<file path="src/design/assert_macros.svh">
// assertion macros used by the event builder rtl
// no dependencies; assertions compile out under synthesis
`ifndef ASSERT_MACROS_SVH
`define ASSERT_MACROS_SVH

`ifndef SYNTHESIS

`define CEB_ASSERT(lbl, clk, rst_n, expr) \
    lbl: assert property (@(posedge clk) disable iff (!rst_n) (expr)) \
        else $error("assertion failed");

`define CEB_ASSERT_IMPL(lbl, clk, rst_n, ante, cons) \
    lbl: assert property (@(posedge clk) disable iff (!rst_n) (ante) |-> (cons)) \
        else $error("assertion failed");

`define CEB_ASSERT_NEXT(lbl, clk, rst_n, ante, cons) \
    lbl: assert property (@(posedge clk) disable iff (!rst_n) (ante) |=> (cons)) \
        else $error("assertion failed");

`else

`define CEB_ASSERT(lbl, clk, rst_n, expr)

`define CEB_ASSERT_IMPL(lbl, clk, rst_n, ante, cons)

`define CEB_ASSERT_NEXT(lbl, clk, rst_n, ante, cons)

`endif

`endif

</file>
<file path="src/design/ceb_pkg.sv">
// types, widths and codes of the coincidence event builder
// no dependencies
package ceb_pkg;

    localparam int TIME_W   = 48;
    localparam int ENERGY_W = 24;
    localparam int SUM_W    = 32;
    localparam int DET_W    = 8;
    localparam int EVID_W   = 32;
    localparam int HITID_W  = 16;
    localparam int MULT_W   = 16;
    localparam int WIN_W    = 24;
    localparam int SRC_W    = 16;
    localparam int DATA_W   = 32;
    localparam int ADDR_W   = 3;

    localparam int QDEPTH   = 4;
    localparam int QAW      = $clog2(QDEPTH);

    // request codes
    localparam logic REQ_SAMPLE = 1'b0;
    localparam logic REQ_FLUSH  = 1'b1;

    // record kinds
    localparam logic KIND_MEMBER  = 1'b0;
    localparam logic KIND_SUMMARY = 1'b1;

    // register indexes, taken from paddr[2]
    localparam logic REG_WINDOW = 1'b0;
    localparam logic REG_SOURCE = 1'b1;

    localparam logic [WIN_W-1:0]  WINDOW_RESET = WIN_W'(20000);
    localparam logic [MULT_W-1:0] MULT_MAX     = '1;
    localparam logic [SUM_W-1:0]  SUM_MAX      = '1;

    typedef struct packed {
        logic                req_type;
        logic [TIME_W-1:0]   sample_time;
        logic [ENERGY_W-1:0] sample_energy;
        logic [DET_W-1:0]    detector_id;
        logic [EVID_W-1:0]   event_id;
        logic [HITID_W-1:0]  hit_id;
        logic                end_of_hit;
    } t_sample;

    typedef struct packed {
        logic               record_kind;
        logic [EVID_W-1:0]  out_event_id;
        logic [TIME_W-1:0]  start_time;
        logic [TIME_W-1:0]  end_time;
        logic [MULT_W-1:0]  multiplicity;
        logic [SUM_W-1:0]   hit_energy;
        logic [DET_W-1:0]   out_detector;
        logic [HITID_W-1:0] out_hit_id;
        logic [SRC_W-1:0]   out_source;
        logic               last_result;
    } t_record;

    typedef struct packed {
        logic [WIN_W-1:0] window;
        logic [SRC_W-1:0] source;
    } t_cfg;

    // records produced by one item, first goes out first
    typedef struct packed {
        logic    first_valid;
        t_record first;
        logic    second_valid;
        t_record second;
    } t_push;

endpackage

</file>
<file path="src/design/ceb_ifs.sv">
// valid/ready channel interfaces for samples and records
// depends on ceb_pkg
interface ceb_sample_if;
    logic              valid;
    logic              ready;
    ceb_pkg::t_sample  data;

    modport source (output valid, output data, input ready);
    modport sink (input valid, input data, output ready);
endinterface

interface ceb_record_if;
    logic              valid;
    logic              ready;
    ceb_pkg::t_record  data;

    modport source (output valid, output data, input ready);
    modport sink (input valid, input data, output ready);
endinterface

</file>
<file path="src/design/coincidence_event_builder_unit.sv">
// coincidence window event builder: an item goes to an input register, the hit and event
// logic works on it combinationally and writes its records into a four-entry output queue
// an item waits in the input register while the queue lacks room; throughput: one item per
// cycle while items give at most one record and the queue has room; an item closing an
// event gives two records, which leave one at a time through the queue's single read port
// reset: synchronous active low, clears hit and event state and queue, restores the registers
module coincidence_event_builder_unit (
    input  logic                        i_clk,
    input  logic                        i_rst_n,
    ceb_sample_if.sink                  i_sample,
    ceb_record_if.source                o_record,
    input  logic                        psel,
    input  logic                        penable,
    input  logic                        pwrite,
    input  logic [ceb_pkg::ADDR_W-1:0]  paddr,
    input  logic [ceb_pkg::DATA_W-1:0]  pwdata,
    output logic [ceb_pkg::DATA_W-1:0]  prdata,
    output logic                        pready
);

    ceb_pkg::t_cfg  cfg;
    ceb_pkg::t_push push;
    logic           room;

    ceb_apb_regs u_regs (
        .i_clk   (i_clk),
        .i_rst_n (i_rst_n),
        .psel    (psel),
        .penable (penable),
        .pwrite  (pwrite),
        .paddr   (paddr),
        .pwdata  (pwdata),
        .prdata  (prdata),
        .pready  (pready),
        .o_cfg   (cfg)
    );

    ceb_core u_core (
        .i_clk    (i_clk),
        .i_rst_n  (i_rst_n),
        .i_sample (i_sample),
        .i_cfg    (cfg),
        .i_room   (room),
        .o_push   (push)
    );

    ceb_out_queue u_queue (
        .i_clk    (i_clk),
        .i_rst_n  (i_rst_n),
        .i_push   (push),
        .o_room   (room),
        .o_record (o_record)
    );

endmodule

</file>
<file path="src/design/ceb_apb_regs.sv">
// apb configuration registers: coincidence window and source number
// depends on ceb_pkg
module ceb_apb_regs (
    input  logic                        i_clk,
    input  logic                        i_rst_n,
    input  logic                        psel,
    input  logic                        penable,
    input  logic                        pwrite,
    input  logic [ceb_pkg::ADDR_W-1:0]  paddr,
    input  logic [ceb_pkg::DATA_W-1:0]  pwdata,
    output logic [ceb_pkg::DATA_W-1:0]  prdata,
    output logic                        pready,
    output ceb_pkg::t_cfg               o_cfg
);

    logic [ceb_pkg::WIN_W-1:0] r_window;
    logic [ceb_pkg::SRC_W-1:0] r_source;
    logic                      wr_en;

    assign pready = 1'b1;
    assign wr_en  = psel & penable & pwrite & pready;

    always_ff @(posedge i_clk) begin
        if (!i_rst_n) begin
            r_window <= ceb_pkg::WINDOW_RESET;
            r_source <= '0;
        end else if (wr_en) begin
            unique case (paddr[2])
                ceb_pkg::REG_WINDOW: r_window <= pwdata[ceb_pkg::WIN_W-1:0];
                ceb_pkg::REG_SOURCE: r_source <= pwdata[ceb_pkg::SRC_W-1:0];
                default: ;
            endcase
        end
    end

    always_comb begin
        unique case (paddr[2])
            ceb_pkg::REG_WINDOW: prdata = ceb_pkg::DATA_W'(r_window);
            ceb_pkg::REG_SOURCE: prdata = ceb_pkg::DATA_W'(r_source);
            default:             prdata = '0;
        endcase
    end

    assign o_cfg.window = r_window;
    assign o_cfg.source = r_source;

endmodule

</file>
<file path="src/design/ceb_core.sv">
// input register, hit accumulation and event window decision
// depends on ceb_pkg and ceb_ifs
module ceb_core (
    input  logic              i_clk,
    input  logic              i_rst_n,
    ceb_sample_if.sink        i_sample,
    input  ceb_pkg::t_cfg     i_cfg,
    input  logic              i_room,
    output ceb_pkg::t_push    o_push
);

    logic                         r_in_valid;
    ceb_pkg::t_sample             r_in;
    logic                         fire;

    logic                         r_hit_open, n_hit_open;
    logic [ceb_pkg::TIME_W-1:0]   r_hit_earliest, n_hit_earliest;
    logic [ceb_pkg::TIME_W-1:0]   r_hit_latest, n_hit_latest;
    logic [ceb_pkg::SUM_W-1:0]    r_hit_energy, n_hit_energy;
    logic                         r_event_open, n_event_open;
    logic [ceb_pkg::TIME_W-1:0]   r_event_start, n_event_start;
    logic [ceb_pkg::TIME_W-1:0]   r_event_end, n_event_end;
    logic [ceb_pkg::EVID_W-1:0]   r_event_number, n_event_number;
    logic [ceb_pkg::MULT_W-1:0]   r_event_hits, n_event_hits;

    logic [ceb_pkg::TIME_W-1:0]   hit_earliest;
    logic [ceb_pkg::TIME_W-1:0]   hit_latest;
    logic [ceb_pkg::SUM_W-1:0]    hit_energy;
    logic [ceb_pkg::SUM_W:0]      energy_add;
    logic [ceb_pkg::TIME_W:0]     limit;
    logic                         split;
    ceb_pkg::t_record             summary;
    ceb_pkg::t_record             member;

    assign fire           = r_in_valid & i_room;
    assign i_sample.ready = ~r_in_valid | fire;

    always_ff @(posedge i_clk) begin
        if (!i_rst_n) begin
            r_in_valid <= 1'b0;
        end else if (i_sample.ready) begin
            r_in_valid <= i_sample.valid;
        end
    end

    always_ff @(posedge i_clk) begin
        if (i_sample.valid & i_sample.ready) begin
            r_in <= i_sample.data;
        end
    end

    // hit running values including the sample in the input register
    always_comb begin
        energy_add = {1'b0, r_hit_energy} + (ceb_pkg::SUM_W + 1)'(r_in.sample_energy);
        if (!r_hit_open) begin
            hit_earliest = r_in.sample_time;
            hit_latest   = r_in.sample_time;
            hit_energy   = ceb_pkg::SUM_W'(r_in.sample_energy);
        end else begin
            hit_earliest = (r_in.sample_time < r_hit_earliest) ? r_in.sample_time
                                                               : r_hit_earliest;
            hit_latest   = (r_in.sample_time > r_hit_latest) ? r_in.sample_time
                                                             : r_hit_latest;
            hit_energy   = energy_add[ceb_pkg::SUM_W] ? ceb_pkg::SUM_MAX
                                                      : energy_add[ceb_pkg::SUM_W-1:0];
        end
        limit = {1'b0, r_event_end} + (ceb_pkg::TIME_W + 1)'(i_cfg.window);
        split = r_event_open && (({1'b0, hit_earliest} > limit) ||
                                 (r_in.event_id != r_event_number));
    end

    always_comb begin
        summary.record_kind  = ceb_pkg::KIND_SUMMARY;
        summary.out_event_id = r_event_number;
        summary.start_time   = r_event_start;
        summary.end_time     = r_event_end;
        summary.multiplicity = r_event_hits;
        summary.hit_energy   = '0;
        summary.out_detector = '0;
        summary.out_hit_id   = '0;
        summary.out_source   = i_cfg.source;
        summary.last_result  = (r_in.req_type == ceb_pkg::REQ_FLUSH);

        member.record_kind   = ceb_pkg::KIND_MEMBER;
        member.out_event_id  = r_in.event_id;
        member.start_time    = hit_earliest;
        member.end_time      = hit_latest;
        member.multiplicity  = '0;
        member.hit_energy    = hit_energy;
        member.out_detector  = r_in.detector_id;
        member.out_hit_id    = r_in.hit_id;
        member.out_source    = i_cfg.source;
        member.last_result   = 1'b1;
    end

    always_comb begin
        n_hit_open     = r_hit_open;
        n_hit_earliest = r_hit_earliest;
        n_hit_latest   = r_hit_latest;
        n_hit_energy   = r_hit_energy;
        n_event_open   = r_event_open;
        n_event_start  = r_event_start;
        n_event_end    = r_event_end;
        n_event_number = r_event_number;
        n_event_hits   = r_event_hits;
        o_push         = '0;

        if (fire) begin
            if (r_in.req_type == ceb_pkg::REQ_FLUSH) begin
                if (r_event_open) begin
                    o_push.first_valid = 1'b1;
                    o_push.first       = summary;
                    n_event_open       = 1'b0;
                end
            end else begin
                n_hit_open     = ~r_in.end_of_hit;
                n_hit_earliest = hit_earliest;
                n_hit_latest   = hit_latest;
                n_hit_energy   = hit_energy;
                if (r_in.end_of_hit) begin
                    n_event_open = 1'b1;
                    if (split || !r_event_open) begin
                        n_event_start  = hit_earliest;
                        n_event_end    = hit_latest;
                        n_event_number = r_in.event_id;
                        n_event_hits   = ceb_pkg::MULT_W'(1);
                    end else begin
                        if (hit_latest > r_event_end) begin
                            n_event_end = hit_latest;
                        end
                        if (hit_earliest < r_event_start) begin
                            n_event_start = hit_earliest;
                        end
                        if (r_event_hits != ceb_pkg::MULT_MAX) begin
                            n_event_hits = r_event_hits + 1'b1;
                        end
                    end
                    if (split) begin
                        o_push.first_valid  = 1'b1;
                        o_push.first        = summary;
                        o_push.second_valid = 1'b1;
                        o_push.second       = member;
                    end else begin
                        o_push.first_valid  = 1'b1;
                        o_push.first        = member;
                    end
                end
            end
        end
    end

    always_ff @(posedge i_clk) begin
        if (!i_rst_n) begin
            r_hit_open     <= 1'b0;
            r_hit_earliest <= '0;
            r_hit_latest   <= '0;
            r_hit_energy   <= '0;
            r_event_open   <= 1'b0;
            r_event_start  <= '0;
            r_event_end    <= '0;
            r_event_number <= '0;
            r_event_hits   <= '0;
        end else begin
            r_hit_open     <= n_hit_open;
            r_hit_earliest <= n_hit_earliest;
            r_hit_latest   <= n_hit_latest;
            r_hit_energy   <= n_hit_energy;
            r_event_open   <= n_event_open;
            r_event_start  <= n_event_start;
            r_event_end    <= n_event_end;
            r_event_number <= n_event_number;
            r_event_hits   <= n_event_hits;
        end
    end

endmodule

</file>
<file path="src/design/ceb_out_queue.sv">
// four-entry record queue taking up to two records per cycle
// depends on ceb_pkg, ceb_ifs and assert_macros.svh
`include "assert_macros.svh"

module ceb_out_queue (
    input  logic              i_clk,
    input  logic              i_rst_n,
    input  ceb_pkg::t_push    i_push,
    output logic              o_room,
    ceb_record_if.source      o_record
);

    ceb_pkg::t_record              r_mem [ceb_pkg::QDEPTH];
    logic [ceb_pkg::QAW-1:0]       r_wr;
    logic [ceb_pkg::QAW-1:0]       r_rd;
    logic [ceb_pkg::QAW:0]         r_count;
    logic                          pop;
    logic [1:0]                    npush;
    logic [ceb_pkg::QAW:0]         level;

    assign o_record.valid = (r_count != '0);
    assign o_record.data  = r_mem[r_rd];
    assign pop            = o_record.valid & o_record.ready;
    assign npush          = {1'b0, i_push.first_valid} + {1'b0, i_push.second_valid};

    // room for two records once this cycle's pop is counted
    assign level  = r_count - (ceb_pkg::QAW + 1)'(pop);
    assign o_room = (level <= (ceb_pkg::QAW + 1)'(ceb_pkg::QDEPTH - 2));

    always_ff @(posedge i_clk) begin
        if (i_push.first_valid) begin
            r_mem[r_wr] <= i_push.first;
        end
        if (i_push.second_valid) begin
            r_mem[ceb_pkg::QAW'(r_wr + 1'b1)] <= i_push.second;
        end
    end

    always_ff @(posedge i_clk) begin
        if (!i_rst_n) begin
            r_wr    <= '0;
            r_rd    <= '0;
            r_count <= '0;
        end else begin
            r_wr    <= ceb_pkg::QAW'(r_wr + npush);
            r_rd    <= ceb_pkg::QAW'(r_rd + pop);
            r_count <= level + (ceb_pkg::QAW + 1)'(npush);
        end
    end

    `CEB_ASSERT(a_count_bound, i_clk, i_rst_n, r_count <= (ceb_pkg::QAW + 1)'(ceb_pkg::QDEPTH))
    `CEB_ASSERT_IMPL(a_push_order, i_clk, i_rst_n, i_push.second_valid, i_push.first_valid)
    `CEB_ASSERT_IMPL(a_push_room, i_clk, i_rst_n, i_push.first_valid, o_room)
    `CEB_ASSERT_NEXT(a_pop_drains, i_clk, i_rst_n, pop && (npush == 2'd0), r_count == $past(r_count) - 1'b1)

endmodule
</file>
<file path="src/flat_wrapper.sv">
// flat-port wrapper written by rule: the top's interface ports become plain ports
module coincidence_event_builder_unit_flat 
  (i_clk, i_rst_n, psel, penable, pwrite, paddr, pwdata, prdata, pready, i_sample_valid, i_sample_data, i_sample_ready, o_record_valid, o_record_data, o_record_ready);
  ceb_sample_if i_sample_i ();
  ceb_record_if o_record_i ();
  input  logic i_clk;
  input  logic i_rst_n;
  input  logic psel;
  input  logic penable;
  input  logic pwrite;
  input  logic [ceb_pkg::ADDR_W-1:0] paddr;
  input  logic [ceb_pkg::DATA_W-1:0] pwdata;
  output logic [ceb_pkg::DATA_W-1:0] prdata;
  output logic pready;
  input wire logic [$bits(i_sample_i.valid)-1:0] i_sample_valid;
  input wire logic [$bits(i_sample_i.data)-1:0] i_sample_data;
  output wire logic [$bits(i_sample_i.ready)-1:0] i_sample_ready;
  output wire logic [$bits(o_record_i.valid)-1:0] o_record_valid;
  output wire logic [$bits(o_record_i.data)-1:0] o_record_data;
  input wire logic [$bits(o_record_i.ready)-1:0] o_record_ready;
  assign i_sample_i.valid = i_sample_valid;
  assign i_sample_i.data = i_sample_data;
  assign i_sample_ready = i_sample_i.ready;
  assign o_record_valid = o_record_i.valid;
  assign o_record_data = o_record_i.data;
  assign o_record_i.ready = o_record_ready;
  coincidence_event_builder_unit u_core (.i_clk(i_clk), .i_rst_n(i_rst_n), .i_sample(i_sample_i), .o_record(o_record_i), .psel(psel), .penable(penable), .pwrite(pwrite), .paddr(paddr), .pwdata(pwdata), .prdata(prdata), .pready(pready));
endmodule
</file>
<file path="config.mk">
export PLATFORM = sky130hd
export DESIGN_NAME = coincidence_event_builder_unit_flat
export DESIGN_NICKNAME = d
export VERILOG_FILES = /design/src/design/ceb_pkg.sv /design/src/design/ceb_ifs.sv /design/src/design/coincidence_event_builder_unit.sv /design/src/design/ceb_apb_regs.sv /design/src/design/ceb_core.sv /design/src/design/ceb_out_queue.sv /design/src/flat_wrapper.sv
export VERILOG_INCLUDE_DIRS = /design/src /design/src/design
export SDC_FILE = /design/constraint.sdc
export NUM_CORES = 2
export LEC_CHECK = 0
export BUFFER_PORTS_ARGS = -buffer_cell sky130_fd_sc_hd__buf_2
export CORE_MARGIN = 2
export CORE_UTILIZATION = 31
export DETAILED_ROUTE_END_ITERATION = 10
export SYNTH_ARGS = -nofsm -noshare
export SYNTH_HDL_FRONTEND = slang
export SYNTH_SLANG_ARGS = --single-unit
export TNS_END_PERCENT = 30
</file>
<file path="constraint.sdc">
create_clock -name i_clk -period 10.9 [get_ports i_clk]
set_clock_uncertainty 0.15 [all_clocks]
set_input_delay 0.545 -clock i_clk [delete_from_list [all_inputs] [get_ports i_clk]]
set_output_delay 0.545 -clock i_clk [all_outputs]
set_load 0.02 [all_outputs]
</file>
# Word level (Yosys, flattened, before mapping)
# Memories as Yosys holds them, arrays and structs flattened. A register that Yosys moved wholly into a read port is not among the register bits.
# Index checks and enable logic that the tools add are counted.
# op_classes
n_eq_ne	2
addsub	9
n_mux	27
order_cmp	6
reduce_logical	17
bitwise_logic	10
# ops
op	count
219-bit two-way mux	4
438-bit two-way mux	2
48-bit two-way mux	8
218-bit two-way mux	1
48-bit > comparator	2
48-bit less-than comparator	2
32-bit two-way mux	2
32-bit case mux with 2 select lines	1
48-bit by 24-bit adder with 49-bit output	1
48-bit by 49-bit > comparator with 1-bit output	1
32-bit by 24-bit adder with 33-bit output	1
16-bit two-way mux	2
32-bit != test	1
16-bit by 1-bit adder with 16-bit output (second input constant)	1
16-bit != test (second input constant)	1
4-bit AND reduction	4
2-bit AND reduction	4
2-bit nonzero test	4
1-bit two-way mux	6
1-bit bitwise AND	5
1-bit inverter	4
3-bit by 2-bit adder with 3-bit output	1
3-bit by 2-bit less-or-equal comparator with 1-bit output (second input constant)	1
3-bit nonzero test	1
other kinds (10)	11
# word_totals
n_memories	1
in_bits	172
wordCells	94
ff_bits	452
mem_bits_rw	872
out_inout_bits	253
# mem_list
memory	depth	width	rd	rd_ports_with_merged_regs	wr	line_no	source
u_core.u_queue.r_mem	4	218	1	1	2	ceb_out_queue.sv:13	ceb_pkg::t_record r_mem [ceb_pkg::QDEPTH];

# Logic depth before layout (Yosys ltp)
# depth
depth_word	12
depth_mapped	32
ltp_nobuf	31

# Hierarchy
# From an unflattened synthesis, not the netlist that was laid out.
# hier_totals
hier_cells	5759
hier_area_um2	73093.9
# by_module_without_submodules
mod	cells_each	seq_area_each_um2	n_inst	area_per_inst_um2
ceb_out_queue	2150	26325.2	1	42619.6
ceb_core	3408	9409.0	1	28554.9
ceb_apb_regs	201	800.8	1	1919.3

# Worst setup path after synthesis
# No wires, ideal clock.
# synth_timing
path_kind	register -> register
start	register u_core.u_core.r_event_end[1] (netlist name)
end	memory u_core.u_queue.r_mem[3][10] (netlist name), data pin
required_ps	10575
period_less_slack_ps	11754
arrival_ps	11428
stages_incl_launch_ff	28
slack_ps	-854
setup_time_ps	175
path_buffers	2
cell_sequence	dfxtp_1 ha_1 a21o_1 a21oi_1 o21bai_1 a21oi_1 nor2b_1 a211o_1 o41a_1 a41o_1 a41oi_1 a211o_1 clkbuf_1 nor3_1 xnor2_1 ha_1 nand4_1 nor3_1 o21ai_0 a2bb2oi_1 and2_1 a21boi_0 o211ai_4 nor4_4 nor2_2 inv_2 clkbuf_1 and2_1
# synth_rtl
element	line_no	source
start: declaration	ceb_core.sv:22	logic [ceb_pkg::TIME_W-1:0] r_event_end, n_event_end;
start signal: assignment	ceb_core.sv:170	r_event_end <= n_event_end;
end: declaration	ceb_out_queue.sv:13	

==> key figures <==
Synthesis
  • Mapped Cells: 6101
  • Synth async-reset ratio: 0%
  • Synth warnings: 0
  • Mean Syn Cell Area: 11.2 um^2
  • Synth cell types: 85
  • Top FF cell, synth: edfxtp_1
  • Sequential element share of the synthesized area: 52.4%
  • Flops & latches, synth: 1324
  • Syn Std Cell Area: 68400 um^2
  • Number of flops mapped to enable cells by yosys: 934

Timing
  • Relative slew slack: 16.2%
  • Slew @ Worst Pin: 1250 ps
  • Final Hold Slack: 57.3 ps
  • Setup TNS: 0 ps
  • Final Hold Violating Endpoints: 0
  • Slew Viols, Final: 0
  • Final setup fails: 0
  • Tcrit/Tclk final: 83.2%
  • Period minus WS final: 9060 ps
  • RSZ-0062 raised after global routing: no
  • Max Freq: 0.110 GHz

Power and ir drop
  • Power density cells: 189 nW/um^2
  • Peak VDD IR: 0.152 mV
  • Static leakage: 25.7 nW
  • Total power: 0.0151 W

Layout
  • Synth-to-Final Area Change: 16.9%
  • Final nets: 6932
  • FILL cells: 21302
  • Share of cells above drive strength 1: 15.9%
  • Register Area: 35900 um^2
  • Post-route cell area: 79900 um^2
  • Multi-input gate area: 29700 um^2

Global route
  • Vias in the first global route: 52642
  • Maximum number of pins on one net before global-route repair: 196
  • First-pass GRT wire length: 347 mm
  • GRT Overall Usage: 20.7%
  • Congestion Overflow GR: 0
  • Initial antenna violation count: 14

Route
  • Vias per inst: 5.69
  • Avg WL per Cell: 25.3 um
  • Post-route ant nets: 0
  • Drt total wl: 239 mm
  • Drt drc: 0
  • DRT Pass-1 Iters: 6
  • Iter 0 DRT Violations: 6058
  • Routed vias: 53932

Hold path
  • Hold Crit Class: in -> reg

Worst setup path
  • Slowest CP cell: nand2b_4
  • Critical Path RT: 11280 ps
  • CP endpoint kind: register
  • CP top delay family: compound AO/OA/AOI/OAI gates
  • CP Buf/Inv Count: 1
  • Startpoint Class: register
  • Worst setup path class: reg -> reg
  • Crit path max fanout: 49
  • CP max stage delay: 870 ps
  • WP data arrival: 9450 ps
  • Cell mode on critical path: a21o_1

Floorplanning
  • Core box area: 220000 um^2
  • Ports: 425
  • FP Rows: 172
  • Chip width: 474 um
  • Die area: 224000 um^2
  • Starting density of the core: 31.1%
  • Die height: 474 um

CTS
  • Clock sinks: 1324
  • Total setup buffers inserted after CTS: 0
  • Clock slew at reported path FFs: 60 ps
  • Skew-Pair Late Insertion Delay: 830 ps
  • CTS max path bufs: 3
  • # H-tree levels: 4
  • CTS Buf Count: 152
  • CTS tree: done
  • Clock root buffer: clkbuf_16

Outcome
  • Status: completed

Place
  • Port Buf Inserts: 405
  • HPWL reported at the end of detailed placement: 145 mm
  • Placed cell area: 73400 um^2
  • Routability Congestion: 0.866

Flow run
  • Max-Cap Viols: 0
==> Yosys cell counts (all sizes together) (5+ instances only) <==
| library cell | number | area [um^2] |
|---|---|---|
| edfxtp | 934 | 28000 |
| nand2 | 744 | 2790 |
| nor2 | 431 | 1640 |
| dfxtp | 390 | 7810 |
| o221ai | 320 | 2800 |
| a21oi | 299 | 1500 |
| inv | 293 | 1100 |
| clkbuf | 291 | 1090 |
| ha | 289 | 3620 |
| o22ai | 239 | 1500 |
| mux4 | 218 | 4910 |
| buf | 186 | 913 |
| a211oi | 156 | 1170 |
| nor2b | 134 | 841 |
| o21ai | 126 | 642 |
| a31oi | 107 | 682 |
| a21o | 105 | 788 |
| mux2i | 100 | 1000 |
| nand3 | 77 | 385 |
| and2 | 66 | 413 |
| o2bb2ai | 66 | 578 |
| nand4 | 62 | 388 |
| xor2 | 59 | 517 |
| a21boi | 53 | 398 |
| xnor2 | 52 | 455 |
| o211ai | 44 | 344 |
| nor3 | 37 | 185 |
| nor4 | 28 | 226 |
| a22oi | 18 | 135 |
| mux2 | 18 | 203 |
| nand2b | 18 | 113 |
| and3 | 14 | 87.6 |
| o21a | 11 | 82.6 |
| or3 | 11 | 68.8 |
| a211o | 10 | 87.6 |
| o21bai | 9 | 67.6 |
| a2111oi | 7 | 67.6 |
| and4 | 7 | 61.3 |
| o31ai | 6 | 45.0 |
| a221o | 5 | 50.1 |
| nor3b | 5 | 42.5 |
| or2 | 5 | 31.3 |
==> sequential cells by signal (all words and copies together), names as in the netlist, 48 cells and up <==
name and flops:
u_core.u_core.r_hit_earliest 48, u_core.u_core.r_event_end 48, u_core.u_queue.r_mem 872, u_core.u_core.r_in 74, u_core.u_core.r_hit_latest 48, u_core.u_core.r_event_start 48, u_core.u_core.member 56
==> timing repair <==
item / CTS / global route
hold endpoints to repair: 171 / 0
hold buffers: 155 / 0
gates resized for setup: 0 / 0
==> cell usage in the layout (no fill, tap or decap), drive strengths merged, types with 126 or more instances in the layout <==
master / instances
a211oi: 156
a21oi: 299
buf: 528
clkbuf: 233
dfxtp: 390
dlygate4sd3: 155
edfxtp: 934
ha: 289
inv: 300
mux4: 218
nand2: 744
nor2: 431
nor2b: 134
o21ai: 126
o221ai: 320
o22ai: 239
==> power breakdown <==
part / internal, W / switching, W
combinational: 0.00140 / 0.00260
clock: 0.00295 / 0.00217
sequential: 0.00570 / 0.000257
==> area by class of cell <==
class / instances / area share (%)
Inverter: 293 / 1.42
Sequential cell: 1324 / 44.9
Antenna cell: 5 / 0.0157
Multi-Input combinational cell: 4014 / 37.2
Timing Repair Buffer: 683 / 5.82
Clock inverter: 51 / 0.719
Tap cell: 2871 / 4.50
Clock buffer: 233 / 5.47
==> stage by stage <==
stage,utilization (%),setup WS (ps),cells
6_report,36.4,1840,9474
5_1_grt,36.4,1420,9470
4_1_cts,36.4,1960,9469
3_5_place_dp,33.4,2010,9030
3_3_place_gp,33.4,2100,9030
2_1_floorplan,-,881,6108
==> metal layers <==
metal / global-route usage, % / wire [um] / up-vias
li1: - / - / 23960
met1: 26.6 / 96000 / 26618
met2: 33.7 / 111000 / 2893
met3: 4.50 / 22900 / 459
met4: 8.34 / 9150 / 2
met5: 0 / 17 / -
==> path summary, 6_finish.rpt <==
check | cells past startpoint | slack, ps | end | from
max reg2reg | 27 | 1840 | u_core.u_queue.r_mem[3][199]$_DFFE_PP_ | u_core.u_regs.r_window[1]$_SDFFE_PN0P_
min reg2reg | 1 | 300 | u_core.u_queue.r_mem[2][84]$_SDFFE_PP0P_ | u_core.u_queue.r_mem[2][84]$_SDFFE_PP0P_
max | 27 | 1840 | u_core.u_queue.r_mem[3][199]$_DFFE_PP_ | u_core.u_regs.r_window[1]$_SDFFE_PN0P_
min | 2 | 60 | u_core.u_regs.r_window[14]$_SDFFE_PN1P_ | i_rst_n
==> kinds of logic (layout without fill, tap and decap cells) <==
| family | Yosys count | count (layout) | synth area share (%) |
|---|---|---|---|
| AOI/OAI and AO/OA | 1621 | 1621 | 16.6 |
| xor gates and xnor gates | 111 | 111 | 1.42 |
| adders and majority gates | 292 | 292 | 5.38 |
| buffers and inverters | 770 | 1260 | 4.54 |
| DFF | 1324 | 1324 | 52.4 |
| muxes | 336 | 336 | 8.94 |
| other | 2 | 14 | 0.0110 |
| and+or+nand+nor | 1645 | 1645 | 10.7 |
No activity file was read; power rests on OpenSTA's default activity.
